$ cat config.mk
export PLATFORM = sky130hd
export DESIGN_NAME = rss_front
export DESIGN_NICKNAME = d
export VERILOG_FILES = /design/src/rtl/core/rss_pkg.sv /design/src/rtl/core/rss_front.sv
export SDC_FILE = /design/constraint.sdc
export NUM_CORES = 2
export LEC_CHECK = 0
export BUFFER_PORTS_ARGS = -buffer_cell sky130_fd_sc_hd__buf_2
export CORE_ASPECT_RATIO = 0.9
export CORE_UTILIZATION = 43
export CTS_CLUSTER_DIAMETER = 120
export DETAILED_ROUTE_END_ITERATION = 8
export MAX_ROUTING_LAYER = met4
export SLEW_MARGIN = 5
export SYNTH_ARGS = -nofsm -noshare
export SYNTH_HDL_FRONTEND = slang
export SYNTH_SLANG_ARGS = --single-unit
export TNS_END_PERCENT = 5
$ cat constraint.sdc
create_clock -name clk -period 8.7 [get_ports clk]
set_input_delay 0.87 -clock clk [delete_from_list [all_inputs] [get_ports clk]]
set_output_delay 0.87 -clock clk [all_outputs]
set_load 0.02 [all_outputs]
$ cat src/rtl/core/rss_pkg.sv
`default_nettype none

package rss_pkg;

  // Operation carried in the mode field of an input word.
  typedef enum logic [1:0] {
    MODE_ACC    = 2'd0,
    MODE_REPORT = 2'd1,
    MODE_CLEAR  = 2'd2,
    MODE_IGNORE = 2'd3
  } rss_mode_t;

  localparam int MODE_W = 2;
  localparam int CNT_W  = 32;
  localparam int MARK_W = 32;
  localparam int STAT_W = 64;
  localparam int HALF_W = 32;

  // Queue status seen by the producer and the consumer.
  typedef struct packed {
    logic full;
    logic empty;
  } rss_qstat_t;

  // Divider status.
  typedef struct packed {
    logic busy;
    logic done;
  } rss_divstat_t;

endpackage

`default_nettype wire

$ cat src/rtl/core/rss_front.sv
`default_nettype none

module rss_front
  import rss_pkg::*;
#(
  parameter int SAMPLE_BITS = 32,
  parameter int QW          = MODE_W + 3 * SAMPLE_BITS
) (
  input  wire logic                clk,
  input  wire logic                rst_n,
  input  wire logic                in_valid,
  output logic                     in_stall,
  input  wire logic [MODE_W-1:0]   in_mode,
  input  wire logic [31:0]         in_sample,
  input  wire rss_qstat_t          q_stat,
  output logic                     push,
  output logic [QW-1:0]            push_data
);

  logic                     fr_vld_r,    fr_vld_nxt;
  rss_mode_t                fr_mode_r;
  logic [SAMPLE_BITS-1:0]   fr_sample_r;
  logic [2*SAMPLE_BITS-1:0] fr_square_r;

  logic [SAMPLE_BITS-1:0]   sample_m;
  logic [2*SAMPLE_BITS-1:0] square_w;
  logic                     take;

  // Only the low sample bits take part; the square is formed here so the
  // back end only has to add.
  assign sample_m = in_sample[SAMPLE_BITS-1:0];
  assign square_w = sample_m * sample_m;

  assign in_stall  = fr_vld_r && q_stat.full;
  assign push      = fr_vld_r && !q_stat.full;
  assign take      = in_valid && !in_stall;
  assign push_data = {fr_mode_r, fr_sample_r, fr_square_r};

  // Words with the unused mode are dropped here and never reach the queue.
  always_comb begin
    fr_vld_nxt = fr_vld_r;
    if (!in_stall) begin
      fr_vld_nxt = in_valid && (rss_mode_t'(in_mode) != MODE_IGNORE);
    end
  end

  always_ff @(posedge clk) begin
    if (!rst_n) begin
      fr_vld_r <= 1'b0;
    end else begin
      fr_vld_r <= fr_vld_nxt;
    end
    if (take) begin
      fr_mode_r   <= rss_mode_t'(in_mode);
      fr_sample_r <= sample_m;
      fr_square_r <= square_w;
    end
  end

endmodule

`default_nettype wire

# [After elaboration in Yosys (flattened, before gate mapping)]
# Index checks and enable logic that the tools add are counted.
[totals] ff_bits=99 input_bits=39 out_inout_bits=100 wordCells=12
[classes] n_mul=1 eq_ne=1 n_reduce_logical=6
[ops] cell="$mul A32 B32 Y64" n=1
[ops] cell="$logic_and A1 B1 Y1" n=4
[ops] cell="$logic_not A1 Y1" n=2
[ops] cell="$ne A2 B2 Y1 const B" n=1

# [Depth between registers and ports, before layout]
[depth] word_depth=3 depth_mapped=29 ltp_nobuf=26

# [Worst setup path before layout]
# OpenSTA, ideal clock, no wires.
[synth_path] path_kind="input to register" start="input in_sample[7]" end="register fr_square_r[56] (data pin)" arrival_ns=7.812 slack_ns=0.617 stages=27 path_buffers=3 path_cell_list="clkbuf_1 -> clkbuf_1 -> nand2_1 -> fa_1 -> inv_1 -> fa_1 -> fa_1 -> inv_1 -> fa_1 -> inv_1 -> fa_1 -> inv_1 -> fa_1 -> inv_1 -> fa_1 -> fa_1 -> ha_1 -> buf_2 -> and4_1 -> and4_1 -> o2111ai_2 -> o211ai_2 -> or4_1 -> a21o_1 -> a31oi_4 -> o311ai_1 -> xor2_1"
[synth_via] elab_chain_len=1
[synth_lines] item="start: declaration" line="rss_front.sv:14" source="input wire logic [31:0] in_sample,"
[synth_lines] item="$mul A32 B32 Y64" line="rss_front.sv:32" source="assign square_w = sample_m * sample_m;"
[synth_lines] item="via square_w[56]" line="rss_front.sv:26" source="logic [2*SAMPLE_BITS-1:0] square_w;"
[synth_lines] item="end signal: assignment" line="rss_front.sv:56" source="fr_square_r <= square_w;"
[synth_lines] item="end: declaration" line="rss_front.sv:23" source="logic [2*SAMPLE_BITS-1:0] fr_square_r;"
# The timed path passes the listed nets, and every way through them passes these cells.
# A chain may end at the register's enable or synchronous reset.

# [Worst setup path in the final report]
[layout_path] start="input in_sample[4]" end="register fr_square_r[56] (data pin)"
# The elaborated chain is that of the path after synthesis.

==> summary.txt <==
Clock tree
  – Post-cts sizing count: 0
  – Postcts setup bufs: 0
  – Reg clk slew, reported paths: 0.08 ns
  – Clk buf depth: 2
  – Hold Buf Count CTS: 0
  – Inserted Clock Buffers: 9
  – Clk_lat worst skew: ~0.42 ns
  – Clock sink count: 97
  – Clock root buffer: clkbuf_16
  – CTS tree: built
  – H-tree levels: 3

Global routing
  – GRT Total Usage: 23.9%
  – Aggregate global routing overflow: 0
  – Global-route wire length before repair: 134000 um
  – Number of global-route vias before repair: 23700
  – Largest net degree at the start of global routing: 54
  – Antenna violations before repair: 1

Timing
  – Setup Skew: 0.0163 ns
  – Final Hold Violating Endpoints: 0
  – Tcrit/Tclk final: between 90% and 100%
  – F_max: between 100 and 150 MHz
  – Final slew viol count: 0
  – Final setup viols: 0
  – Fin Hold WS: approximately 0.64 ns
  – Crit path time final: 8.20 ns
  – Actual slew at the worst max-slew pin: a little over 0.7 ns
  – Slew HR: 51.9%
  – Setup tns final: 0 ns
  – RSZ-0062 raised after global routing: false

Die
  – Initial core utilization: between 40% and 50%
  – # IOs: 139
  – Core area: 0.0746 mm^2
  – Row count: 95
  – Chip width: 292 um
  – Die ar.: about 0.077 mm^2
  – Die Y: 263 um

Yosys
  – Async SR Flop Fraction: 0%
  – Number of distinct library cells after synthesis: 71
  – Syn_area_per_cell: 9.90 um^2
  – Most used flip-flop cell after synthesis: edfxtp_1
  – Syn Nets: 4410
  – Sequential-to-total area share from yosys stat: around 8.9%
  – Post-Synthesis Cells: 3280
  – Syn Std Cell Area: 0.0325 mm^2
  – Synth warnings: 0
  – Synthesized flop and latch total: between 90 and 100
  – EDFF count, synth: 96

Detailed routing
  – Residual DRC: 0
  – DRT Wirelength: 83600 um
  – Vias/cell: just under 5
  – Number of DRC markers in iteration 0: 1102
  – Drt first pass iters: 5
  – Routed wire per std cell: between 15 and 20 um
  – Via Count: around 22000
  – Antenna Violating Nets Remaining: 0

Setup path
  – Crit path launch type: input port
  – CP Data Required Time: 8.84 ns
  – Critical path type: input port to flip-flop
  – CP Data Arrival Time: 8.34 ns
  – Crit path max fanout: 18
  – Worst Setup End Kind: flip-flop

Cells and area
  – Fraction of layout cells with a size suffix above 1: under 10%
  – Commonest non-fill, non-tap cell in the layout: inv_1
  – Most frequent cells in the layout: inv_1, fa_1, ha_1, nand2_1, and2_1
  – Layout area overhead: 9.17%
  – Nets: 4580
  – Filler cells: ~7200

Place
  – HPWL Detailed: 71000 um
  – PortBufs: 136
  – Final GP Congestion: around 0.88

Hold path
  – HP Class: input port to flip-flop

Run
  – Maximum Capacitance Violations: 0

Run status
  – Status: completed
## synthesized netlist by cell type (7+ instances only)
master | instances | area (um^2)
edfxtp_1 | 96 | 2880
fa_1 | 792 | 15900
nand2_1 | 281 | 1050
a21oi_1 | 71 | 355
and2_1 | 246 | 1540
a31oi_1 | 13 | 81.3
nand4_1 | 14 | 87.6
nor2_1 | 46 | 173
a21o_1 | 29 | 218
and3_1 | 9 | 56.3
o21ai_0 | 21 | 105
and4_1 | 7 | 61.3
o21ai_1 | 20 | 100
clkbuf_1 | 117 | 439
ha_1 | 299 | 3740
inv_1 | 970 | 3640
a31o_2 | 15 | 131
o21bai_1 | 16 | 120
xor2_1 | 48 | 420
xnor2_1 | 57 | 499
nand3_1 | 17 | 85.1
nor2b_1 | 13 | 81.3
## sequential cells by signal, indices dropped and copies added, names as in the netlist
signal	count
fr_mode_r	2
fr_vld_r	1
fr_square_r	62
fr_sample_r	32
## metal layers
layer | global-route usage (%) | up-vias | part of all wire, %
met5 | - | - | 0
met2 | 37.6 | 573 | 48
met1 | 32.5 | 11200 | 44
met4 | 7.31 | 0 | 3.2
li1 | - | 9964 | -
met3 | 2.77 | 113 | 4.9
## critical path, cell delays in order
cell       delay (ns)
buf_2            0.47
nand2_1          0.21
xor2_1           0.19
ha_1             0.21
o21bai_1         0.19
fa_1             0.54
inv_1            0.05
fa_1             0.47
fa_1             0.57
inv_1            0.06
fa_1             0.50
inv_1            0.05
fa_1             0.53
inv_1            0.05
fa_1             0.49
fa_1             0.42
ha_1             0.36
and4_1           0.20
and4_1           0.21
o2111ai_2        0.09
o211ai_2         0.13
or4_1            0.54
a21o_1           0.31
a31oi_4          0.30
o311ai_1         0.15
xor2_1           0.16
## per-stage QoR
step / worst slack, ns / util, % / instance area [um^2] / std cells
2_1_floorplan: 0.617 / - / 32500 / 3280
3_3_place_gp: 0.148 / 47.0 / 35100 / 4409
3_5_place_dp: 0.188 / 47.0 / 35100 / 4409
4_1_cts: 0.550 / 47.5 / 35400 / 4424
5_1_grt: 0.237 / 47.5 / 35400 / 4424
6_report: 0.499 / 47.5 / 35400 / 4427
## worst paths after layout
kind	end	depth (start not counted)	from	slack [ns]
min reg2reg	fr_vld_r$_SDFFE_PN0N_	2	fr_vld_r$_SDFFE_PN0N_	0.68
max reg2reg	fr_sample_r[15]$_DFFE_PP_	3	fr_vld_r$_SDFFE_PN0N_	7.12
max	fr_square_r[56]$_DFFE_PP_	26	in_sample[4]	0.50
min	fr_mode_r[0]$_DFFE_PP_	1	in_mode[0]	0.64
## cells by family (layout without fill, tap and decap cells)
logic type               Yosys count  count (layout)  synth area share (%)
multiplexers                       3               3                0.0964
AND/OR/NAND/NOR                  654             654                  10.1
adder cells (fa/ha/maj)         1091            1091                  60.4
other                              1               4                0.0116
XOR/XNOR                         105             105                  2.83
buffers and inverters           1096            1270                  12.7
flip-flops                        97              97                  8.94
AO/OA/AOI/OAI                    233             233                  4.96
## final cells by class
| class | instances | area [um^2] | share of cell area, % |
|---|---|---|---|
| Timing Repair Buffer | 283 | 1910 | 5.39 |
| Tap cell | 970 | 1210 | 3.43 |
| Sequential cell | 97 | 2900 | 8.19 |
| Inverter | 972 | 3650 | 10.3 |
| Clock inverter | 6 | 90.1 | 0.254 |
| Antenna cell | 3 | 7.51 | 0.0212 |
| Multi-Input combinational cell | 2087 | 25400 | 71.8 |
| Clock buffer | 9 | 225 | 0.636 |
Power is left out: the tool's default activity adds up to more than one toggle a clock period on the data nets, which glitch-free logic cannot reach.
