**src/rtl/core/rss_pkg.sv**
```systemverilog
`default_nettype none

package rss_pkg;

  // Operation carried in the mode field of an input word.
  typedef enum logic [1:0] {
    MODE_ACC    = 2'd0,
    MODE_REPORT = 2'd1,
    MODE_CLEAR  = 2'd2,
    MODE_IGNORE = 2'd3
  } rss_mode_t;

  localparam int MODE_W = 2;
  localparam int CNT_W  = 32;
  localparam int MARK_W = 32;
  localparam int STAT_W = 64;
  localparam int HALF_W = 32;

  // Queue status seen by the producer and the consumer.
  typedef struct packed {
    logic full;
    logic empty;
  } rss_qstat_t;

  // Divider status.
  typedef struct packed {
    logic busy;
    logic done;
  } rss_divstat_t;

endpackage

`default_nettype wire

```
**src/rtl/core/rss_queue.sv**
```systemverilog
`default_nettype none

module rss_queue
  import rss_pkg::*;
#(
  parameter int WIDTH = 98,
  parameter int DEPTH = 4
) (
  input  wire logic             clk,
  input  wire logic             rst_n,
  input  wire logic             push,
  input  wire logic [WIDTH-1:0] push_data,
  input  wire logic             pop,
  output logic      [WIDTH-1:0] pop_data,
  output rss_qstat_t            q_stat
);

  localparam int AW = $clog2(DEPTH);
  localparam int CW = $clog2(DEPTH + 1);

  logic [WIDTH-1:0] mem_r [DEPTH];
  logic [AW-1:0]    wr_ptr_r, wr_ptr_nxt;
  logic [AW-1:0]    rd_ptr_r, rd_ptr_nxt;
  logic [CW-1:0]    cnt_r,    cnt_nxt;

  assign pop_data     = mem_r[rd_ptr_r];
  assign q_stat.full  = (cnt_r == CW'(DEPTH));
  assign q_stat.empty = (cnt_r == '0);

  always_comb begin
    wr_ptr_nxt = wr_ptr_r;
    rd_ptr_nxt = rd_ptr_r;
    cnt_nxt    = cnt_r;
    if (push) begin
      wr_ptr_nxt = (wr_ptr_r == AW'(DEPTH - 1)) ? '0 : wr_ptr_r + 1'b1;
    end
    if (pop) begin
      rd_ptr_nxt = (rd_ptr_r == AW'(DEPTH - 1)) ? '0 : rd_ptr_r + 1'b1;
    end
    if (push && !pop) begin
      cnt_nxt = cnt_r + 1'b1;
    end else if (pop && !push) begin
      cnt_nxt = cnt_r - 1'b1;
    end
  end

  always_ff @(posedge clk) begin
    if (!rst_n) begin
      wr_ptr_r <= '0;
      rd_ptr_r <= '0;
      cnt_r    <= '0;
    end else begin
      wr_ptr_r <= wr_ptr_nxt;
      rd_ptr_r <= rd_ptr_nxt;
      cnt_r    <= cnt_nxt;
    end
    if (push) begin
      mem_r[wr_ptr_r] <= push_data;
    end
  end

endmodule

`default_nettype wire

```
**config.mk**
```make
export PLATFORM = sky130hd
export DESIGN_NAME = rss_queue
export DESIGN_NICKNAME = d
export VERILOG_FILES = /design/src/rtl/core/rss_pkg.sv /design/src/rtl/core/rss_queue.sv
export SDC_FILE = /design/constraint.sdc
export NUM_CORES = 1
export LEC_CHECK = 0
export BUFFER_PORTS_ARGS = -buffer_cell sky130_fd_sc_hd__buf_2
export CAP_MARGIN = 30
export CORE_MARGIN = 2
export CORE_UTILIZATION = 51
export CTS_CLUSTER_DIAMETER = 150
export CTS_CLUSTER_SIZE = 30
export DETAILED_ROUTE_END_ITERATION = 10
export PLACE_DENSITY = 0.81
export SLEW_MARGIN = 0
export SYNTH_ARGS = -nofsm -noshare
export SYNTH_HDL_FRONTEND = slang
export SYNTH_SLANG_ARGS = --single-unit
```
**constraint.sdc**
```tcl
create_clock -name clk -period 3.1 [get_ports clk]
set_input_delay 0.31 -clock clk [delete_from_list [all_inputs] [get_ports clk]]
set_output_delay 0.31 -clock clk [all_outputs]
set_load 0.02 [all_outputs]
```
Yosys cells after proc, flatten, opt, wreduce, memory -nomap -nowiden --
Memory sizes are Yosys's and may differ from the RTL's. A register that Yosys moved wholly into a read port is not among the register bits. Cells that the tools add are included.
Operators by class: equality and inequality tests 3, muxes and demuxes 8, add/sub/neg operators 4, reductions and logical operators 6
Operators by type and width (number):
- $mux 2 | 4
- $mux 3 | 2
- $add 2x1->2 const B | 2
- $eq 2x2->1 const B | 2
- $add 3x1->3 const B | 1
- $eq 3x3->1 const B | 1
- $logic_not 3->1 | 1
- $sub 3x1->3 const B | 1
- $logic_and 1x1->1 | 2
- $logic_not 1->1 | 2
- $mux 1 | 2
- $reduce_bool 2->1 | 1
Storage, ports and cells: bits in registers 7, input port bits 102, word-level logic and storage cells 25, memory bits (writable) 392, memories 1
Memory list:
- mem_r | depth 4, width 98, read ports 1, clocked after Yosys merged registers in 1, write ports 1, RTL line rss_queue.sv:21 | logic [WIDTH-1:0] mem_r [DEPTH];

Depth between registers and ports, before layout --
Gate-level depths: netlist (run 1).
depth in word-level cells 4, mapped depth 7, depth with buffers taken out 7

Worst setup path before layout (run 1) --
OpenSTA, ideal clock, no wires.
kind reg2reg, start register wr_ptr_r[0], end memory mem_r[3][0] (enable), slack -179 ps, clock period less this slack 3279 ps, buffers on the path 0, arrival time 2812 ps, stages on the path, launching flop included 3, path through dfxtp_1 > ha_1 > and2_1
RTL lines:
- start, declared | RTL line rss_queue.sv:22 | logic [AW-1:0] wr_ptr_r, wr_ptr_nxt;
- start signal, assigned | RTL line rss_queue.sv:53 | wr_ptr_r <= wr_ptr_nxt;
- end, declared | RTL line rss_queue.sv:21
No word-level cell before the write port.

==> results of run 1 <==
[through the flow]
step | power [mW] | area [sq um] | std cells | hold slack (ns)
2_1_floorplan | 7.098 | 14580 | 556 | 0.4089
3_3_place_gp | 7.504 | 16120 | 1126 | 0.4882
3_5_place_dp | 7.538 | 16120 | 1126 | 0.5258
4_1_cts | 10.18 | 17460 | 1240 | 0.0004919
5_1_grt | 10.44 | 17470 | 1241 | 0.001688
6_report | 10.05 | 17470 | 1241 | 0.02746
[layout make-up]
class                           instances  area (sq um)
Clock inverter                          1         20.02
Fill cell                            1869         10460
Tap cell                              378         473.0
Clock buffer                           27         462.9
Sequential cell                       401         11960
Timing Repair Buffer                  301          2062
Inverter                                4         15.01
Multi-Input combinational cell        129          2480
[power by group through the flow]
stage	combinational (mW)	clock, mW	sequential (mW)
floorplan	0.725	0	6.37
global placement	1.12	0	6.38
detailed placement	1.14	0	6.40
CTS	1.23	2.67	6.28
global route	1.30	2.84	6.30
finish	1.21	2.57	6.27
[routing by layer]
layer	track usage, %	vias to the layer above	wire (um)
met4	3.460	0	482
met5	0	-	0
met2	31.27	213	13650
met1	22.77	3517	10500
met3	3.892	32	1679
li1	-	2963	-
[worst max-delay path, cell delays in order (launching register included)]
cell	delay [ns]
sky130_fd_sc_hd__dfxtp_4	0.67
sky130_fd_sc_hd__buf_4	0.37
sky130_fd_sc_hd__mux4_2	0.38
sky130_fd_sc_hd__buf_2	0.18
[registers in the layout, summed over array words and instances, names as in the netlist, named ones only]
register  cells
mem_r       392
cnt_r         3
rd_ptr_r      2
wr_ptr_r      2
[cells by family (layout without fill, tap and decap cells)]
logic type,count (synthesis),in the layout,synth area share (%)
DFF,401,401,82.01
xor gates and xnor gates,2,2,0.1202
and+or+nand+nor,15,15,0.6182
AOI/OAI and AO/OA,3,3,0.1374
buffers and inverters,26,333,1.047
adders and majority gates,7,7,0.6525
muxes,102,102,15.42
[timing repair]
| action | 4_1_cts | 5_1_grt |
|---|---|---|
| hold buffers | 86 | 1 |
| endpoints found under the hold margin | 338 | 4 |
| endpoints found under the setup margin | 0 | 0 |
[worst paths after layout]
check | to | from | slack (ns)
worst max register to register | mem_r[2][13] | wr_ptr_r[0] | 1.25
worst min-delay path | mem_r[0][27] | push_data[27] | 0.03
worst min register to register | cnt_r[2] | cnt_r[2] | 0.55
worst max-delay path | pop_data[2] | flop | 0.65
[cells in the final DEF, fill, tap and decap left out]
| cell | Yosys | routed |
|---|---|---|
| sky130_fd_sc_hd__nor3b_1 | 1 | 1 |
| sky130_fd_sc_hd__mux4_2 | 98 | 98 |
| sky130_fd_sc_hd__ha_1 | 6 | 6 |
| sky130_fd_sc_hd__buf_4 | 0 | 6 |
| sky130_fd_sc_hd__o21a_1 | 1 | 1 |
| sky130_fd_sc_hd__dlygate4sd3_1 | 0 | 87 |
| sky130_fd_sc_hd__dfxtp_4 | 0 | 2 |
| sky130_fd_sc_hd__xnor2_1 | 1 | 1 |
| sky130_fd_sc_hd__inv_16 | 0 | 1 |
| sky130_fd_sc_hd__or3_1 | 1 | 1 |
| sky130_fd_sc_hd__nor2_1 | 1 | 1 |
| sky130_fd_sc_hd__nor3_1 | 2 | 2 |
| sky130_fd_sc_hd__buf_2 | 11 | 201 |
| sky130_fd_sc_hd__dfxtp_1 | 9 | 7 |
| sky130_fd_sc_hd__nor2b_1 | 5 | 5 |
| sky130_fd_sc_hd__a21boi_0 | 1 | 1 |
| sky130_fd_sc_hd__mux2i_1 | 4 | 4 |
| sky130_fd_sc_hd__buf_12 | 0 | 7 |
| sky130_fd_sc_hd__inv_1 | 4 | 4 |
| sky130_fd_sc_hd__fa_1 | 1 | 1 |
| sky130_fd_sc_hd__xor2_1 | 1 | 1 |
| sky130_fd_sc_hd__and2_4 | 0 | 4 |
| sky130_fd_sc_hd__clkbuf_16 | 0 | 17 |
| sky130_fd_sc_hd__o21ai_0 | 1 | 1 |
| sky130_fd_sc_hd__clkbuf_1 | 7 | 10 |
| sky130_fd_sc_hd__edfxtp_1 | 392 | 392 |
| sky130_fd_sc_hd__and2_1 | 5 | 1 |
==> flow_summary.ini, run 1 <==
[power]
power.density_cell_area_mw_per_mm2 = 575.4
net_switching_share_of_the_total_power_pct = 22.51
share_clk_of_total_power_pct = 25.6
irDropWorstVdd_v = 0.0004962
internal_power_mw = 7.791
power.leakage_nw = 5.827
net_switching_power_mw = 2.263
share_seq_of_total_power_pct = 62.4
share_comb_of_total_power_pct = 12.0

[sta]
timing.final.hold_violations = 0
finalMaxSlewViolations = 0
max_freq_mhz = 409.0
final-setup-viol-count = 0
grt_setup_unrepaired = false
tns_ns = 0
timing.slew.headroom_pct = 61.11
layout_worst_path_cycle_share_pct = 78.87
final_critical_path_setup_slack_ns = 0.6550
worst_pin_slew_ns = 0.5834
finalCriticalPeriod_ns = 2.445
timing.clock.skew_ns = 0.01952

[routing]
detail_routed_via_count_per_cell = 5.419
final_antenna_violating_net_count = 0
drt-initial-drc-count = 555
wirelength_mm = 26.31
drt_drc_violations_left = 0
firstDrtPassIters = 5
num_vias = 6725
routed_wire_length_per_instance_um = 21.20

[clock_tree]
clock_tree.buffer_depth = 3
clk_transition_reported_paths_ns = 0.10
total_clock_sinks = 401
insertion_delay_ns = 0.51
clock_tree_from_tritoncts = built
h_tree_lvl_count = 1
post_cts.repair.setup_buffers = 0
cts-resized-gates = 0
tritoncts.num_buffers = 17
ctsRootBufferMaster = sky130_fd_sc_hd__clkbuf_16

[die]
die-height_um = 173.0
num_rows = 61
core_area_sq_mm = 0.02793
effective_utilization_at_floorplan_pct = 52.17
die_area_sq_mm = 0.02994
io_pins = 202
die_width_um = 173.0

[logic_synthesis]
synth-edff-count = 392
synth_common_cells = sky130_fd_sc_hd__edfxtp_1, sky130_fd_sc_hd__mux4_2, sky130_fd_sc_hd__buf_2, sky130_fd_sc_hd__dfxtp_1, sky130_fd_sc_hd__clkbuf_1
synth_top_cells_by_area = sky130_fd_sc_hd__edfxtp_1, sky130_fd_sc_hd__mux4_2, sky130_fd_sc_hd__dfxtp_1, sky130_fd_sc_hd__ha_1, sky130_fd_sc_hd__buf_2
seq_area_frac_synth_pct = 82.01
syn_area_per_cell_sq_um = 26.21
synth_fp_nets = 665
post-synth-top-area-fraction_pct = 80.77
synth_flop_cell = sky130_fd_sc_hd__edfxtp_1
asyncSetResetFlopFracSynth_pct = 0
synthesis.instances = 556
synth_cell_types = 22
synth_most_common_cell = sky130_fd_sc_hd__edfxtp_1
synth_warnings = 0
mappedNetlistArea_sq_mm = 0.01457
total_of_flip_flops_plus_latches_after_synthesis = 401
yosysTopAreaCell = sky130_fd_sc_hd__edfxtp_1

[global_route]
grt_max_degree = 59
globalRouteTotalUtil_pct = 17.66
first_global_vias = 7320
gr-total-overflow = 0
wire_length_of_the_first_global_routing_pass_mm = 40.94
antenna_found_initial = 1

[finish]
areaGrowthSynthToFinish_pct = 19.88
post_route_cells_drive_above_1_share_pct = 38.93
diodes = 0
finalCoreUtilization_pct = 62.55
finish.net_count = 963

[place]
numPortBuffers = 201
place_ws_ns = 1.172
place.gp.congestion = 0.7212
detailed_place_hpwl_mm = 15.49

[worst_setup_path]
path_max_fanout = 32
crit_path_end_kind = primary output
critical_path_arrival_ns = 2.14
timing.critical_path.from_type = flop
worst_r2r_path_depth = 4
path_class = flop to primary output
timing.critical_path.required_ns = 2.79

[worst_hold_path]
worstHoldPathType = input pin to flop
hold_depth = 1

[flow_run]
cap_viol_max_count = 0

[status]
run_status = finished, final reports clean
Note: power is estimated with default switching activity, not from simulation.
==> inputs of run 2 (changes only) <==
--- a/config.mk
+++ b/config.mk
@@ -5,14 +5,15 @@
 export SDC_FILE = /design/constraint.sdc
 export NUM_CORES = 1
 export LEC_CHECK = 0
+export ABC_AREA = 1
 export BUFFER_PORTS_ARGS = -buffer_cell sky130_fd_sc_hd__buf_2
 export CAP_MARGIN = 30
 export CORE_MARGIN = 2
-export CORE_UTILIZATION = 51
+export CORE_UTILIZATION = 55
 export CTS_CLUSTER_DIAMETER = 150
 export CTS_CLUSTER_SIZE = 30
 export DETAILED_ROUTE_END_ITERATION = 10
-export PLACE_DENSITY = 0.81
+export PLACE_DENSITY = 0.83
 export SLEW_MARGIN = 0
 export SYNTH_ARGS = -nofsm -noshare
 export SYNTH_HDL_FRONTEND = slang
==> constraint.sdc (replaced) <==
create_clock -name clk -period 2.4 [get_ports clk]
set_input_delay 0.24 -clock clk [delete_from_list [all_inputs] [get_ports clk]]
set_output_delay 0.24 -clock clk [all_outputs]
set_load 0.02 [all_outputs]
==> run 2 against run 1 <==
Worst setup slack got worse by 0.62 ns. Non-clock buffer count grew 27. Clock-buffer cell count rose by 1. Synthesized cell count increased by 81%. Worst hold slack better by 0.020 ns. Core utilization grew 4.2 points.
==> flow_summary.ini, run 2 <==
[sta]
finalCriticalPeriod_ns = 2.364
grt_setup_unrepaired = true
timing.slew.headroom_pct = 58.05
timing.final.hold_violations = 0
tns_ns = 0
final-setup-viol-count = 0
layout_worst_path_cycle_share_pct = 98.48
max_freq_mhz = 423.1
worst_pin_slew_ns = 0.6292
finalMaxSlewViolations = 0
timing.clock.skew_ns = 0.02028
timing.hold.ws_ns = 0.04751
final_critical_path_setup_slack_ns = 0.03638

[logic_synthesis]
synth_top_cells_by_area = sky130_fd_sc_hd__edfxtp_1, sky130_fd_sc_hd__nor2_1, sky130_fd_sc_hd__o21ai_0, sky130_fd_sc_hd__o22ai_1, sky130_fd_sc_hd__o21ai_1
seq_area_frac_synth_pct = 79.83
yosysTopAreaCell = sky130_fd_sc_hd__edfxtp_1
asyncSetResetFlopFracSynth_pct = 0
synth-edff-count = 392
synth_cell_types = 23
syn_area_per_cell_sq_um = 14.87
synthesis.instances = 1007
mappedNetlistArea_sq_mm = 0.01497
synth_flop_cell = sky130_fd_sc_hd__edfxtp_1
synth_fp_nets = 1116
synth_common_cells = sky130_fd_sc_hd__edfxtp_1, sky130_fd_sc_hd__nor2_1, sky130_fd_sc_hd__o21ai_0, sky130_fd_sc_hd__o22ai_1, sky130_fd_sc_hd__o21ai_1
post-synth-top-area-fraction_pct = 78.63
synth_most_common_cell = sky130_fd_sc_hd__edfxtp_1
synth_warnings = 0
total_of_flip_flops_plus_latches_after_synthesis = 401

[power]
power.leakage_nw = 6.242
post_layout_power_mw = 13.31
power.density_cell_area_mw_per_mm2 = 742.0
irDropWorstVdd_v = 0.0006307

[finish]
areaGrowthSynthToFinish_pct = 19.77
fillers = 1806
largest_reg_flops = 392
largestRegisters = mem_r: 392 flops, cnt_r: 3 flops
sequential_cell_area_sq_mm = 0.01196
post_route_cells_drive_above_1_share_pct = 20.38
multiInputGateArea_sq_mm = 0.002570
finalCoreUtilization_pct = 66.72
layout.cells.most_common_list = sky130_fd_sc_hd__edfxtp_1, sky130_fd_sc_hd__nor2_1, sky130_fd_sc_hd__buf_2
top_register = mem_r
mostFrequentLayoutCell = sky130_fd_sc_hd__edfxtp_1
finish.net_count = 1399

[routing]
wirelength_mm = 32.60
num_vias = 9339
drt_drc_violations_left = 0
route.met2.wl_mm = 16.96
top_layer = met5
drt-initial-drc-count = 738
firstDrtPassIters = 5
wl_met3_mm = 2.327
met1_wire_length_mm = 12.62
routed_wire_length_per_instance_um = 19.83
final_antenna_violating_net_count = 0
detail_routed_via_count_per_cell = 5.681

[place]
numPortBuffers = 201
detailed_place_hpwl_mm = 17.61
place_ws_ns = 0.6034
place.gp.congestion = 0.7641

[die]
num_rows = 60
die-height_um = 169.0
effective_utilization_at_floorplan_pct = 55.70
core_area_sq_mm = 0.02688
io_pins = 202
die_area_sq_mm = 0.02855
die_width_um = 169.0

[clock_tree]
clock_tree.buffer_depth = 3
total_clock_sinks = 401
insertion_delay_ns = 0.51
ctsRootBufferMaster = sky130_fd_sc_hd__clkbuf_16
tritoncts.num_buffers = 17
clock_tree_from_tritoncts = built
post_cts.repair.setup_buffers = 0
h_tree_lvl_count = 1
clk_transition_reported_paths_ns = 0.11

[worst_hold_path]
worstHoldPathType = input pin to flop

[global_route]
antenna_found_initial = 3
gr-total-overflow = 0
globalRouteTotalUtil_pct = 22.39
grt_max_degree = 133
wire_length_of_the_first_global_routing_pass_mm = 49.84
first_global_vias = 9451

[worst_setup_path]
timing.critical_path.required_ns = 2.16
worst_path_largest_cell_delay_ns = 0.41
worst-r2r-setup-slack_ns = 0.60
crit_path_end_kind = primary output
critical-path-top-delay-family = buffers and inverters
worstPathBufferInverterCount = 2
highest_delay_cell_along_the_critical_path = sky130_fd_sc_hd__dfxtp_4
path_class = flop to primary output
critical_path_arrival_ns = 2.12
path_cells = buf_12, o21ai_0, o22ai_1, buf_2
path_max_fanout = 132
timing.critical_path.from_type = flop

[flow_run]
cap_viol_max_count = 0

[status]
run_status = finished, final reports clean
run 2: changes by cell type in the layout (fill, tap and decap cells not counted), moves of 5 or more:
cell                            before  now
sky130_fd_sc_hd__buf_12              7   15
sky130_fd_sc_hd__nor2_1              1  204
sky130_fd_sc_hd__o22ai_1             0   98
sky130_fd_sc_hd__nor2b_1             5    0
sky130_fd_sc_hd__mux4_2             98    0
sky130_fd_sc_hd__buf_4               6   13
sky130_fd_sc_hd__o21ai_0             1  152
sky130_fd_sc_hd__dlygate4sd3_1      87   99
sky130_fd_sc_hd__o21ai_1             0   47
run 2: kinds of logic (layout without fill, tap and decap cells):
logic type,after synthesis,in the layout,synth area share [%]
compound gates,300,300,10.85
xor+xnor,1,1,0.05851
fa+ha+maj,7,7,0.6352
buf+inv,80,373,3.101
flops,401,401,79.83
other cells,0,3,0
simple gates,218,218,5.524
run 2: layout make-up:
class,count,share of cell area [%]
multi-input combinational,526,14.33
timing repair buffer,328,13.36
tap,341,2.379
clock inverter,1,0.1116
inverter,16,0.4675
sequential,401,66.71
antenna,3,0.04187
clock buffer,28,2.603
run 2: metal layers:
layer	vias up	global-route usage (%)
met5	-	0
met4	2	6.169
met3	61	4.723
met2	342	40.57
met1	4586	27.35
li1	4348	-
run 2: path summary, 6_finish.rpt:
kind                                   from      endpoint  cells past startpoint
worst max-delay path                   flop  pop_data[94]                      4
worst min-delay path                    pop   rd_ptr_r[1]                      3
worst max register to register  wr_ptr_r[0]   mem_r[0][0]                      5
worst min register to register  wr_ptr_r[1]   wr_ptr_r[1]                      2
run 2: worst register-to-register path, delay by kind of cell (launching register included):
kind	cells	cell delay, ns
AND/OR/NAND/NOR	1	0.07
buffers and inverters	3	0.88
flip-flops	1	0.39
adder cells (fa/ha/maj)	1	0.18
run 2: power breakdown:
group / internal (mW) / switching, mW
combinational: 0.643 / 1.23
clock: 1.38 / 1.98
sequential: 7.99 / 0.0792
total: 10.0 / 3.29
run 2: metrics by stage:
stage | instances | instance area (sq um)
2_1_floorplan | 1007 | 15000
5_1_grt | 1642 | 17930
3_5_place_dp | 1513 | 16440
3_3_place_gp | 1513 | 16440
6_report | 1644 | 17930
4_1_cts | 1641 | 17920
run 2: what timing repair did:
item | 4_1_cts | 5_1_grt
hold buffers | 99 | 0
gates resized for setup | 0 | 1
endpoints found under the hold margin | 396 | 0
setup endpoints to repair | 0 | 37
