==> src/rtl/core/rss_pkg.sv <==
`default_nettype none

package rss_pkg;

  // Operation carried in the mode field of an input word.
  typedef enum logic [1:0] {
    MODE_ACC    = 2'd0,
    MODE_REPORT = 2'd1,
    MODE_CLEAR  = 2'd2,
    MODE_IGNORE = 2'd3
  } rss_mode_t;

  localparam int MODE_W = 2;
  localparam int CNT_W  = 32;
  localparam int MARK_W = 32;
  localparam int STAT_W = 64;
  localparam int HALF_W = 32;

  // Queue status seen by the producer and the consumer.
  typedef struct packed {
    logic full;
    logic empty;
  } rss_qstat_t;

  // Divider status.
  typedef struct packed {
    logic busy;
    logic done;
  } rss_divstat_t;

endpackage

`default_nettype wire

==> src/rtl/core/rss_divider.sv <==
`default_nettype none

module rss_divider
  import rss_pkg::*;
(
  input  wire logic              clk,
  input  wire logic              rst_n,
  input  wire logic              start,
  input  wire logic [STAT_W-1:0] dividend,
  input  wire logic [STAT_W-1:0] divisor,
  output rss_divstat_t           stat,
  output logic      [STAT_W-1:0] quotient
);

  localparam int CNT_BITS = $clog2(STAT_W);

  logic                busy_r, busy_nxt;
  logic                done_r, done_nxt;
  logic [CNT_BITS-1:0] step_r, step_nxt;
  logic [STAT_W-1:0]   rem_r,  rem_nxt;
  logic [STAT_W-1:0]   quo_r,  quo_nxt;
  logic [STAT_W-1:0]   dvs_r,  dvs_nxt;

  logic [STAT_W:0]     rem_sh;
  logic [STAT_W+1:0]   diff;

  // Restoring division, one quotient bit per cycle, MSB first.
  assign rem_sh = {rem_r, quo_r[STAT_W-1]};
  assign diff   = {1'b0, rem_sh} - {2'b00, dvs_r};

  assign stat.busy = busy_r;
  assign stat.done = done_r;
  assign quotient  = quo_r;

  always_comb begin
    busy_nxt = busy_r;
    done_nxt = 1'b0;
    step_nxt = step_r;
    rem_nxt  = rem_r;
    quo_nxt  = quo_r;
    dvs_nxt  = dvs_r;
    if (start) begin
      busy_nxt = 1'b1;
      step_nxt = '0;
      rem_nxt  = '0;
      quo_nxt  = dividend;
      dvs_nxt  = divisor;
    end else if (busy_r) begin
      if (!diff[STAT_W+1]) begin
        rem_nxt = diff[STAT_W-1:0];
        quo_nxt = {quo_r[STAT_W-2:0], 1'b1};
      end else begin
        rem_nxt = rem_sh[STAT_W-1:0];
        quo_nxt = {quo_r[STAT_W-2:0], 1'b0};
      end
      step_nxt = step_r + 1'b1;
      if (step_r == CNT_BITS'(STAT_W - 1)) begin
        busy_nxt = 1'b0;
        done_nxt = 1'b1;
      end
    end
  end

  always_ff @(posedge clk) begin
    if (!rst_n) begin
      busy_r <= 1'b0;
      done_r <= 1'b0;
      step_r <= '0;
    end else begin
      busy_r <= busy_nxt;
      done_r <= done_nxt;
      step_r <= step_nxt;
    end
    rem_r <= rem_nxt;
    quo_r <= quo_nxt;
    dvs_r <= dvs_nxt;
  end

endmodule

`default_nettype wire

==> src/rtl/core/rss_back.sv <==
`default_nettype none

module rss_back
  import rss_pkg::*;
#(
  parameter int SAMPLE_BITS = 32,
  parameter int QW          = MODE_W + 3 * SAMPLE_BITS
) (
  input  wire logic              clk,
  input  wire logic              rst_n,
  input  wire rss_qstat_t        q_stat,
  input  wire logic [QW-1:0]     pop_data,
  output logic                   pop,
  output logic                   out_valid,
  input  wire logic              out_stall,
  output logic [CNT_W-1:0]       out_event_count,
  output logic [STAT_W-1:0]      out_mean_value,
  output logic [STAT_W-1:0]      out_variance_value,
  output logic [MARK_W-1:0]      out_lowest_sample,
  output logic [MARK_W-1:0]      out_highest_sample
);

  typedef enum logic [1:0] {
    ST_IDLE,
    ST_MUL,
    ST_DIV_MEAN,
    ST_DIV_VAR
  } st_t;

  // Steps of the shared multiplier while the variance numerator is built.
  localparam logic [2:0] MS_SQ_LO  = 3'd0;
  localparam logic [2:0] MS_SQ_HI  = 3'd1;
  localparam logic [2:0] MS_SU_LL  = 3'd2;
  localparam logic [2:0] MS_SU_LH  = 3'd3;
  localparam logic [2:0] MS_CNT_SQ = 3'd4;
  localparam logic [2:0] MS_DONE   = 3'd5;

  st_t               state_r,   state_nxt;
  logic [2:0]        mstep_r,   mstep_nxt;
  logic [CNT_W-1:0]  cnt_r,     cnt_nxt;
  logic [STAT_W-1:0] sum_r,     sum_nxt;
  logic [STAT_W-1:0] sqsum_r,   sqsum_nxt;
  logic [MARK_W-1:0] low_r,     low_nxt;
  logic [MARK_W-1:0] high_r,    high_nxt;
  logic [STAT_W-1:0] prod_r,    prod_nxt;
  logic [STAT_W-1:0] num_r,     num_nxt;
  logic [STAT_W-1:0] den_r,     den_nxt;
  logic [STAT_W-1:0] mean_r,    mean_nxt;
  logic              out_vld_r, out_vld_nxt;
  logic [CNT_W-1:0]  o_cnt_r,   o_cnt_nxt;
  logic [STAT_W-1:0] o_mean_r,  o_mean_nxt;
  logic [STAT_W-1:0] o_var_r,   o_var_nxt;
  logic [MARK_W-1:0] o_low_r,   o_low_nxt;
  logic [MARK_W-1:0] o_high_r,  o_high_nxt;

  rss_mode_t         hd_mode;
  logic [MARK_W-1:0] hd_sample;
  logic [STAT_W-1:0] hd_square;
  logic [HALF_W-1:0] mul_a, mul_b;
  logic              div_start;
  logic [STAT_W-1:0] div_dividend, div_divisor, div_quotient;
  rss_divstat_t      div_stat;

  assign hd_mode   = rss_mode_t'(pop_data[QW-1 -: MODE_W]);
  assign hd_sample = MARK_W'(pop_data[2*SAMPLE_BITS +: SAMPLE_BITS]);
  assign hd_square = STAT_W'(pop_data[2*SAMPLE_BITS-1:0]);

  assign prod_nxt = mul_a * mul_b;

  // The mean goes through the divider first, then the variance.
  assign div_dividend = (state_r == ST_MUL) ? sum_r : num_r;
  assign div_divisor  = (state_r == ST_MUL) ? STAT_W'(cnt_r) : den_r;

  rss_divider u_div (
    .clk      (clk),
    .rst_n    (rst_n),
    .start    (div_start),
    .dividend (div_dividend),
    .divisor  (div_divisor),
    .stat     (div_stat),
    .quotient (div_quotient)
  );

  always_comb begin
    state_nxt   = state_r;
    mstep_nxt   = mstep_r;
    cnt_nxt     = cnt_r;
    sum_nxt     = sum_r;
    sqsum_nxt   = sqsum_r;
    low_nxt     = low_r;
    high_nxt    = high_r;
    num_nxt     = num_r;
    den_nxt     = den_r;
    mean_nxt    = mean_r;
    out_vld_nxt = out_vld_r;
    o_cnt_nxt   = o_cnt_r;
    o_mean_nxt  = o_mean_r;
    o_var_nxt   = o_var_r;
    o_low_nxt   = o_low_r;
    o_high_nxt  = o_high_r;
    pop         = 1'b0;
    div_start   = 1'b0;
    mul_a       = cnt_r;
    mul_b       = cnt_r;

    if (out_vld_r && !out_stall) begin
      out_vld_nxt = 1'b0;
    end

    case (state_r)
      ST_IDLE: begin
        if (!q_stat.empty) begin
          case (hd_mode)
            MODE_ACC: begin
              pop = 1'b1;
              if (cnt_r != '1) begin
                cnt_nxt = cnt_r + 1'b1;
              end
              sum_nxt   = sum_r + STAT_W'(hd_sample);
              sqsum_nxt = sqsum_r + hd_square;
              if (hd_sample < low_r) begin
                low_nxt = hd_sample;
              end
              if (hd_sample > high_r) begin
                high_nxt = hd_sample;
              end
            end
            MODE_CLEAR: begin
              pop       = 1'b1;
              cnt_nxt   = '0;
              sum_nxt   = '0;
              sqsum_nxt = '0;
              low_nxt   = '1;
              high_nxt  = '0;
            end
            MODE_REPORT: begin
              // A report waits until the output register is free.
              if (!out_vld_r) begin
                pop = 1'b1;
                if (cnt_r == '0) begin
                  out_vld_nxt = 1'b1;
                  o_cnt_nxt   = '0;
                  o_mean_nxt  = '0;
                  o_var_nxt   = '0;
                  o_low_nxt   = '0;
                  o_high_nxt  = '0;
                end else begin
                  state_nxt = ST_MUL;
                  mstep_nxt = MS_SQ_LO;
                  num_nxt   = '0;
                end
              end
            end
            default: begin
              pop = 1'b1;
            end
          endcase
        end
      end
      ST_MUL: begin
        // Each product is registered and folded in on the following step.
        mstep_nxt = mstep_r + 1'b1;
        case (mstep_r)
          MS_SQ_LO: begin
            mul_a = sqsum_r[HALF_W-1:0];
            mul_b = cnt_r;
          end
          MS_SQ_HI: begin
            num_nxt = num_r + prod_r;
            mul_a   = sqsum_r[STAT_W-1:HALF_W];
            mul_b   = cnt_r;
          end
          MS_SU_LL: begin
            num_nxt = num_r + {prod_r[HALF_W-1:0], {HALF_W{1'b0}}};
            mul_a   = sum_r[HALF_W-1:0];
            mul_b   = sum_r[HALF_W-1:0];
          end
          MS_SU_LH: begin
            num_nxt = num_r - prod_r;
            mul_a   = sum_r[HALF_W-1:0];
            mul_b   = sum_r[STAT_W-1:HALF_W];
          end
          MS_CNT_SQ: begin
            num_nxt = num_r - {prod_r[HALF_W-2:0], {(HALF_W + 1){1'b0}}};
            mul_a   = cnt_r;
            mul_b   = cnt_r;
          end
          MS_DONE: begin
            den_nxt   = prod_r;
            div_start = 1'b1;
            state_nxt = ST_DIV_MEAN;
          end
          default: begin
            state_nxt = ST_IDLE;
          end
        endcase
      end
      ST_DIV_MEAN: begin
        if (div_stat.done) begin
          mean_nxt  = div_quotient;
          div_start = 1'b1;
          state_nxt = ST_DIV_VAR;
        end
      end
      ST_DIV_VAR: begin
        if (div_stat.done) begin
          out_vld_nxt = 1'b1;
          o_cnt_nxt   = cnt_r;
          o_mean_nxt  = mean_r;
          o_var_nxt   = div_quotient;
          o_low_nxt   = low_r;
          o_high_nxt  = high_r;
          state_nxt   = ST_IDLE;
        end
      end
      default: begin
        state_nxt = ST_IDLE;
      end
    endcase
  end

  always_ff @(posedge clk) begin
    if (!rst_n) begin
      state_r   <= ST_IDLE;
      mstep_r   <= MS_SQ_LO;
      out_vld_r <= 1'b0;
      cnt_r     <= '0;
      sum_r     <= '0;
      sqsum_r   <= '0;
      low_r     <= '1;
      high_r    <= '0;
    end else begin
      state_r   <= state_nxt;
      mstep_r   <= mstep_nxt;
      out_vld_r <= out_vld_nxt;
      cnt_r     <= cnt_nxt;
      sum_r     <= sum_nxt;
      sqsum_r   <= sqsum_nxt;
      low_r     <= low_nxt;
      high_r    <= high_nxt;
    end
    prod_r   <= prod_nxt;
    num_r    <= num_nxt;
    den_r    <= den_nxt;
    mean_r   <= mean_nxt;
    o_cnt_r  <= o_cnt_nxt;
    o_mean_r <= o_mean_nxt;
    o_var_r  <= o_var_nxt;
    o_low_r  <= o_low_nxt;
    o_high_r <= o_high_nxt;
  end

  assign out_valid          = out_vld_r;
  assign out_event_count    = o_cnt_r;
  assign out_mean_value     = o_mean_r;
  assign out_variance_value = o_var_r;
  assign out_lowest_sample  = o_low_r;
  assign out_highest_sample = o_high_r;

  a_busy_out_free: assert property (@(posedge clk) disable iff (!rst_n)
    (state_r != ST_IDLE) |-> !out_vld_r)
    else $error("report in progress while output register is occupied");

  a_div_start_idle: assert property (@(posedge clk) disable iff (!rst_n)
    div_start |-> !div_stat.busy)
    else $error("divider started while busy");

  a_pop_not_empty: assert property (@(posedge clk) disable iff (!rst_n)
    pop |-> !q_stat.empty)
    else $error("queue popped while empty");

  a_var_done_out: assert property (@(posedge clk) disable iff (!rst_n)
    (state_r == ST_DIV_VAR && div_stat.done) |=> (out_vld_r && state_r == ST_IDLE))
    else $error("finished report did not reach the output register");

endmodule

`default_nettype wire
==> config.mk <==
export PLATFORM = sky130hd
export DESIGN_NAME = rss_back
export DESIGN_NICKNAME = d
export VERILOG_FILES = /design/src/rtl/core/rss_pkg.sv /design/src/rtl/core/rss_divider.sv /design/src/rtl/core/rss_back.sv
export SDC_FILE = /design/constraint.sdc
export NUM_CORES = 2
export LEC_CHECK = 0
export ABC_AREA = 0
export ABC_CLOCK_PERIOD_IN_PS = 15700
export BUFFER_PORTS_ARGS = -buffer_cell sky130_fd_sc_hd__buf_2
export CORE_MARGIN = 8
export CORE_UTILIZATION = 51
export DETAILED_ROUTE_END_ITERATION = 10
export PLACE_DENSITY_LB_ADDON = 0.08
export SLEW_MARGIN = 10
export SYNTH_ARGS = -nofsm -noshare
export SYNTH_HDL_FRONTEND = slang
export SYNTH_SLANG_ARGS = --single-unit
==> constraint.sdc <==
create_clock -name clk -period 15.7 [get_ports clk]
set_clock_uncertainty 0.05 [all_clocks]
set_input_delay 0 -clock clk [delete_from_list [all_inputs] [get_ports clk]]
set_output_delay 0 -clock clk [all_outputs]
set_load 0.02 [all_outputs]
# ---- Word-level counts from Yosys, hierarchy flattened
# Index checks and enable logic that the tools add are counted.
# W data, S select, Z words.
dict set report classes {
  n_addsub 10
  multipliers 1
  order_cmp 2
  n_eq_ne 24
  mux 73
  n_bitwise 3
  n_reduce_logical 24
}
# operator count
set op_table {}
lappend op_table {{$mux W64} 14}
lappend op_table {{$pmux W64 S2} 5}
lappend op_table {{$pmux W32 S2} 7}
lappend op_table {{$mux W32} 13}
lappend op_table {{$pmux W64 S4} 1}
lappend op_table {{$add A64 B64 Y64} 3}
lappend op_table {{$sub A64 B64 Y64} 2}
lappend op_table {{$pmux W32 S3} 1}
lappend op_table {{$sub A65 B64 Y66} 1}
lappend op_table {{$add A64 B32 Y64} 1}
lappend op_table {{$mul A32 B32 Y64} 1}
lappend op_table {{$add A32 B1 Y32 const B} 1}
lappend op_table {{$gt A32 B32 Y1} 1}
lappend op_table {{$logic_not A32 Y1} 1}
lappend op_table {{$lt A32 B32 Y1} 1}
lappend op_table {{$ne A32 B32 Y1 const B} 1}
lappend op_table {{$mux W1} 17}
lappend op_table {{$ne A2 B2 Y1 const B} 8}
lappend op_table {{$mux W2} 6}
lappend op_table {{$mux W3} 4}
lappend op_table {{$reduce_and A4 Y1} 3}
lappend op_table {{$reduce_and A6 Y1} 2}
lappend op_table {{$pmux W2 S4} 1}
lappend op_table {{$reduce_bool A2 Y1} 4}
lappend op_table {{25 further kinds} 38}
dict set report word_totals {
  ff_bits 910
  elab_cells 161
}

# ---- Longest topological paths before layout
dict set report depth {
  ltp_word 8
  ltp_mapped 40
  ltp_nobuf 35
}

# ---- Hierarchy
# From an unflattened synthesis, not the netlist that was laid out.
dict set report unflattened {
  hier_cells 9337
  hier_area_um2 86628.1
}
# mod n_inst cells_each area_per_inst_um2 seq_area_each_um2
set modules_own_cells {}
lappend modules_own_cells {rss_back 1 8140 74818.0 18377.6}
lappend modules_own_cells {rss_divider 1 1197 11810.1 5285.1}

# ---- Worst setup path after synthesis
# No wires, ideal clock.
dict set report synth_timing {
  kind {reg-to-reg}
  startpoint {register cnt_r[18]}
  endpoint {register o_cnt_r[0], in the netlist out_event_count[0] (enable)}
  setup_time_ps 883
  arrival_time_ps 12030
  required_ps 14767
  slack_ps 2736
  path_stages_with_launch 7
  path_buffers 1
  synth_period_minus_slack_ps 12964
  path_cell_list {dfxtp_1 -> clkbuf_1 -> nor4_1 -> nand2_1 -> nor3_1 -> mux2i_1 -> a21oi_1}
}
dict set report synth_via {
  elab_chain_cells 3
}
# element line
set synth_lines {}
lappend synth_lines {{start: declaration} rss_back.sv:40} ;# logic [CNT_W-1:0] cnt_r, cnt_nxt;
lappend synth_lines {{start signal: assignment} rss_back.sv:236} ;# cnt_r <= cnt_nxt;
lappend synth_lines {{$logic_not A32 Y1} rss_back.sv:140} ;# if (cnt_r == '0) begin
lappend synth_lines {{$ne A2 B2 Y1 (no source line)} n/a}
lappend synth_lines {{$reduce_and A6 Y1 (no source line)} n/a}
lappend synth_lines {{end signal: assignment} rss_back.sv:246} ;# o_cnt_r <= o_cnt_nxt;
lappend synth_lines {{end: declaration} rss_back.sv:50} ;# logic [CNT_W-1:0] o_cnt_r, o_cnt_nxt;
# Every way passes these cells.
# A chain may end at the register's enable or synchronous reset.

# ---- Final worst setup path
dict set report layout_timing {
  startpoint {register mstep_r[1]}
  endpoint {register prod_r[62]}
}
dict set report layout_via {
  elab_chain_cells 5
  elab_cells_between_ends 10
}
# element line
set layout_lines {}
lappend layout_lines {{start: declaration} rss_back.sv:39} ;# logic [2:0] mstep_r, mstep_nxt;
lappend layout_lines {{start signal: assignment} rss_back.sv:234} ;# mstep_r <= mstep_nxt;
lappend layout_lines {{$eq A3 B2 Y1} rss_back.sv:163} ;# case (mstep_r)
lappend layout_lines {{$reduce_or A2 Y1 (no source line)} n/a}
lappend layout_lines {{$pmux W32 S3} rss_back.sv:163}
lappend layout_lines {{$mux W32} rss_back.sv:110} ;# case (state_r)
lappend layout_lines {{$mul A32 B32 Y64 *} rss_back.sv:68} ;# assign prod_nxt = mul_a * mul_b;
lappend layout_lines {{via prod_nxt[62]} rss_back.sv:45} ;# logic [STAT_W-1:0] prod_r, prod_nxt;
lappend layout_lines {{end signal: assignment} rss_back.sv:242} ;# prod_r <= prod_nxt;
lappend layout_lines {{end: declaration} rss_back.sv:45}
# Mark *: on every way through the listed nets, which the timed path passes. The rest lies on a longest branch.

==> run_results.csv <==
group,metric,value,unit
run_status,status,"complete, no violations",
yosys,synth-edff-count,544,
critical_path,worstPathRequired,16.32,ns
sta,whs,0.0662,ns
clock_network,hold_buffers,151,
placed_design,dpl.hpwl,231000,µm
yosys,synth_xor_area_share,4.43,%
clock_network,cts_setup_buffers,0,
yosys,synth_seq_cells,910,
routing,routed.top_layer,"met5",
floorplan,io_pins,329,
critical_path,critPathTopFamily,"adder cells",
sta,fin_ws,3.97,ns
floorplan,rows,150,
sta,maxSlewHeadroom,18.3,%
clock_network,root_buffer,"clkbuf_16",
routing,wl_met1,124000,µm
critical_path,crit_buf_inv,8,
critical_path,critical_path.max_fanout,64,
placed_design,placed_area,89800,µm²
global_route,grt_max_degree,105,
clock_network,clock_latency,0.77,ns
clock_network,clkSlewWorstSetupHoldPaths,0.06,ns
yosys,synth_area,86000,µm²
critical_path,cpMostUsedCell,"fa_1",
sta,setup_viol,0,
routing,dr_total_vias,70300,
clock_network,clockBufferDepth,3,
floorplan,fp.dieH,427,µm
placed_design,port_buffers,327,
cells_and_area,fin_area,94800,µm²
routing,drtPass1Iterations,6,
yosys,synth_seq_area_share,27.5,%
yosys,synth.distinct_cells,100,
critical_path,crit_path_end_kind,"flip-flop",
global_route,antenna_found_initial,18,
global_route,grt_pass1_wl,442000,µm
floorplan,coreArea,167000,µm²
floorplan,die_area,182000,µm²
cells_and_area,finalNetCount,11300,
routing,wirelength,298000,µm
yosys,synth_cells,9441,
critical_path,worstSetupPathType,"reg -> reg",
routing,drt_iter0_markers,6678,
sta,fin_crit,11.73,ns
yosys,yosys_warnings,0,
yosys,syn_nets,11100,
yosys,synth_mux_area_share,2.25,%
yosys,avgSynthCellArea,9.11,µm²
sta,fmax,85.2,MHz
clock_network,cts_resized,0,
routing,wl_per_cell,24.9,µm
yosys,synth_top_area_share,21.0,%
clock_network,htreeDepth,3,
placed_design,pre_cts_slack,4.36,ns
sta,finalHoldViolCount,0,
pwr,total_leakage_power,41.0,nW
yosys,synth_flop_cell,"edfxtp_1",
critical_path,worstSetupStartpointType,"flip-flop",
sta,rsz0062_at_grt,"no",
yosys,synth_area_leaders,"fa_1 (21%), edfxtp_1 (19%), ha_1 (9.1%)",
sta,drv_slew,0,
routing,wl_met2,131000,µm
yosys,async_flop_share,0,%
sta,setup_tns,0,ns
yosys,yosysMostFrequentCell,"inv_1",
job,cap_violations,0,
critical_path,worst_ep_arrival_time,12.35,ns
global_route,grt_overflow_total,0,
cells_and_area,fillers,15000,
sta,fin_crit_sh,74.7,%
pwr,ir_worst_vdd,0.0000849,V
placed_design,place.gp.congestion,1.00,
pwr,power,0.00592,W
yosys,synthAdderAreaFrac,30.1,%
sta,tightest_slew,1.23,ns
yosys,synth.largest_area_cell,"fa_1",
global_route,grt_pass1_vias,69600,
clock_network,cts_num_sinks,910,
yosys,synth-simple-area-share,15.0,%
clock_network,tritoncts,"built",
floorplan,die_w,427,µm
yosys,synth_commonest_cells,"inv_1 (1,107), nand2_1 (1,031), nor2_1 (966), fa_1 (902), ha_1 (622)",
routing,drc_errors,0,
routing,wl_met3,27400,µm
worst_hold_path,hold_class,"in -> reg",
global_route,grt_use_total,32.1,%
critical_path,slowest_stage,"o21a_1",
cells_and_area,layout-drive-gt1-share,7.90,%
routing,routed_via_density,5.87,
cells_and_area,areaGrowthSynthToFinish,10.2,%
floorplan,start_util,51.4,%
yosys,synth_top_family_by_area,"adder cells",
critical_path,critPathMaxStageDelay,0.96,ns
routing,ant_nets,0,
yosys,synth-compound-area-share,13.6,%
pwr,power_density,62.5,nW/µm²
clock_network,cts_made_buffers,103,
-- per-stage QoR --
stage               util [%]  cells
floorplan                  -   9441
global placement        53.6  11600
detailed placement      53.6  11600
CTS                     56.6  12000
global route            56.6  12000
finish                  56.6  12000
-- report_power, final --
| part | leakage, nW | switching [W] | internal, W |
|---|---|---|---|
| Clock | 1.67 | 0.00106 | 0.00141 |
| Sequential | 8.03 | 0.0000630 | 0.00258 |
| Combinational | 31.3 | 0.000484 | 0.000316 |
| Total | 41.0 | 0.00161 | 0.00431 |
-- tightest hold or removal path, delay by kind of cell --
kind	cells	cell delay, ns
xor+xnor	1	0.14
simple gates	1	0.08
buf+inv	1	0.09
compound gates	3	0.29
fa+ha+maj	1	0.18
-- kinds of logic after synthesis --
| group | Yosys count |
|---|---|
| and+or+nand+nor | 2873 |
| AOI/OAI and AO/OA | 1888 |
| buffers and inverters | 1623 |
| xor gates and xnor gates | 434 |
| adders and majority gates | 1524 |
| muxes | 189 |
| DFF | 910 |
-- placed cells by master (no fill, tap or decap), drive strengths merged, types with 15 or more instances in the layout --
cell type    count
a211oi          38
a21boi          18
a21o           196
a21oi          565
a22o            34
a22oi           90
a31oi           51
a41oi           16
and2           256
and3            53
buf            477
clkbuf         149
clkinv          27
dfxtp          366
dlygate4sd3    151
edfxtp         544
fa             902
ha             622
inv           1112
mux2            34
mux2i          155
nand2         1031
nand2b          40
nand3          111
nand4          118
nor2           967
nor2b          132
nor3            59
nor4            30
o211ai          25
o21a           112
o21ai          509
o21bai          64
o22ai           26
o31a            15
o31ai           22
or3             30
xnor2          250
xor2           184
-- final timing paths --
check,from,end,slack (ns),depth (start not counted)
worst min-delay path,pop_data[53],sqsum_r[55],0.07,7
worst max-delay path,mstep_r[1],prod_r[62],3.97,33
worst max register to register,mstep_r[1],prod_r[62],3.97,33
worst min register to register,u_div.quotient[10],mean_r[10],0.39,0
-- metal layers --
metal  global-route usage, %  vias to the layer above
met4                    14.2                        2
met2                    50.0                     3144
met1                    43.6                    34700
met5                       0                        -
li1                        -                    31900
met3                    6.58                      615
-- cell type report --
| class | count | area, µm² | area share [%] |
|---|---|---|---|
| multi-input combinational | 6908 | 56400 | 59.5 |
| clock inverter | 47 | 477 | 0.503 |
| antenna | 10 | 25.0 | 0.0264 |
| timing repair buffer | 628 | 4290 | 4.52 |
| clock buffer | 149 | 2990 | 3.15 |
| sequential | 910 | 23700 | 25.0 |
| tap | 2204 | 2760 | 2.91 |
| inverter | 1108 | 4160 | 4.39 |
No activity file was read; power rests on OpenSTA's default activity.
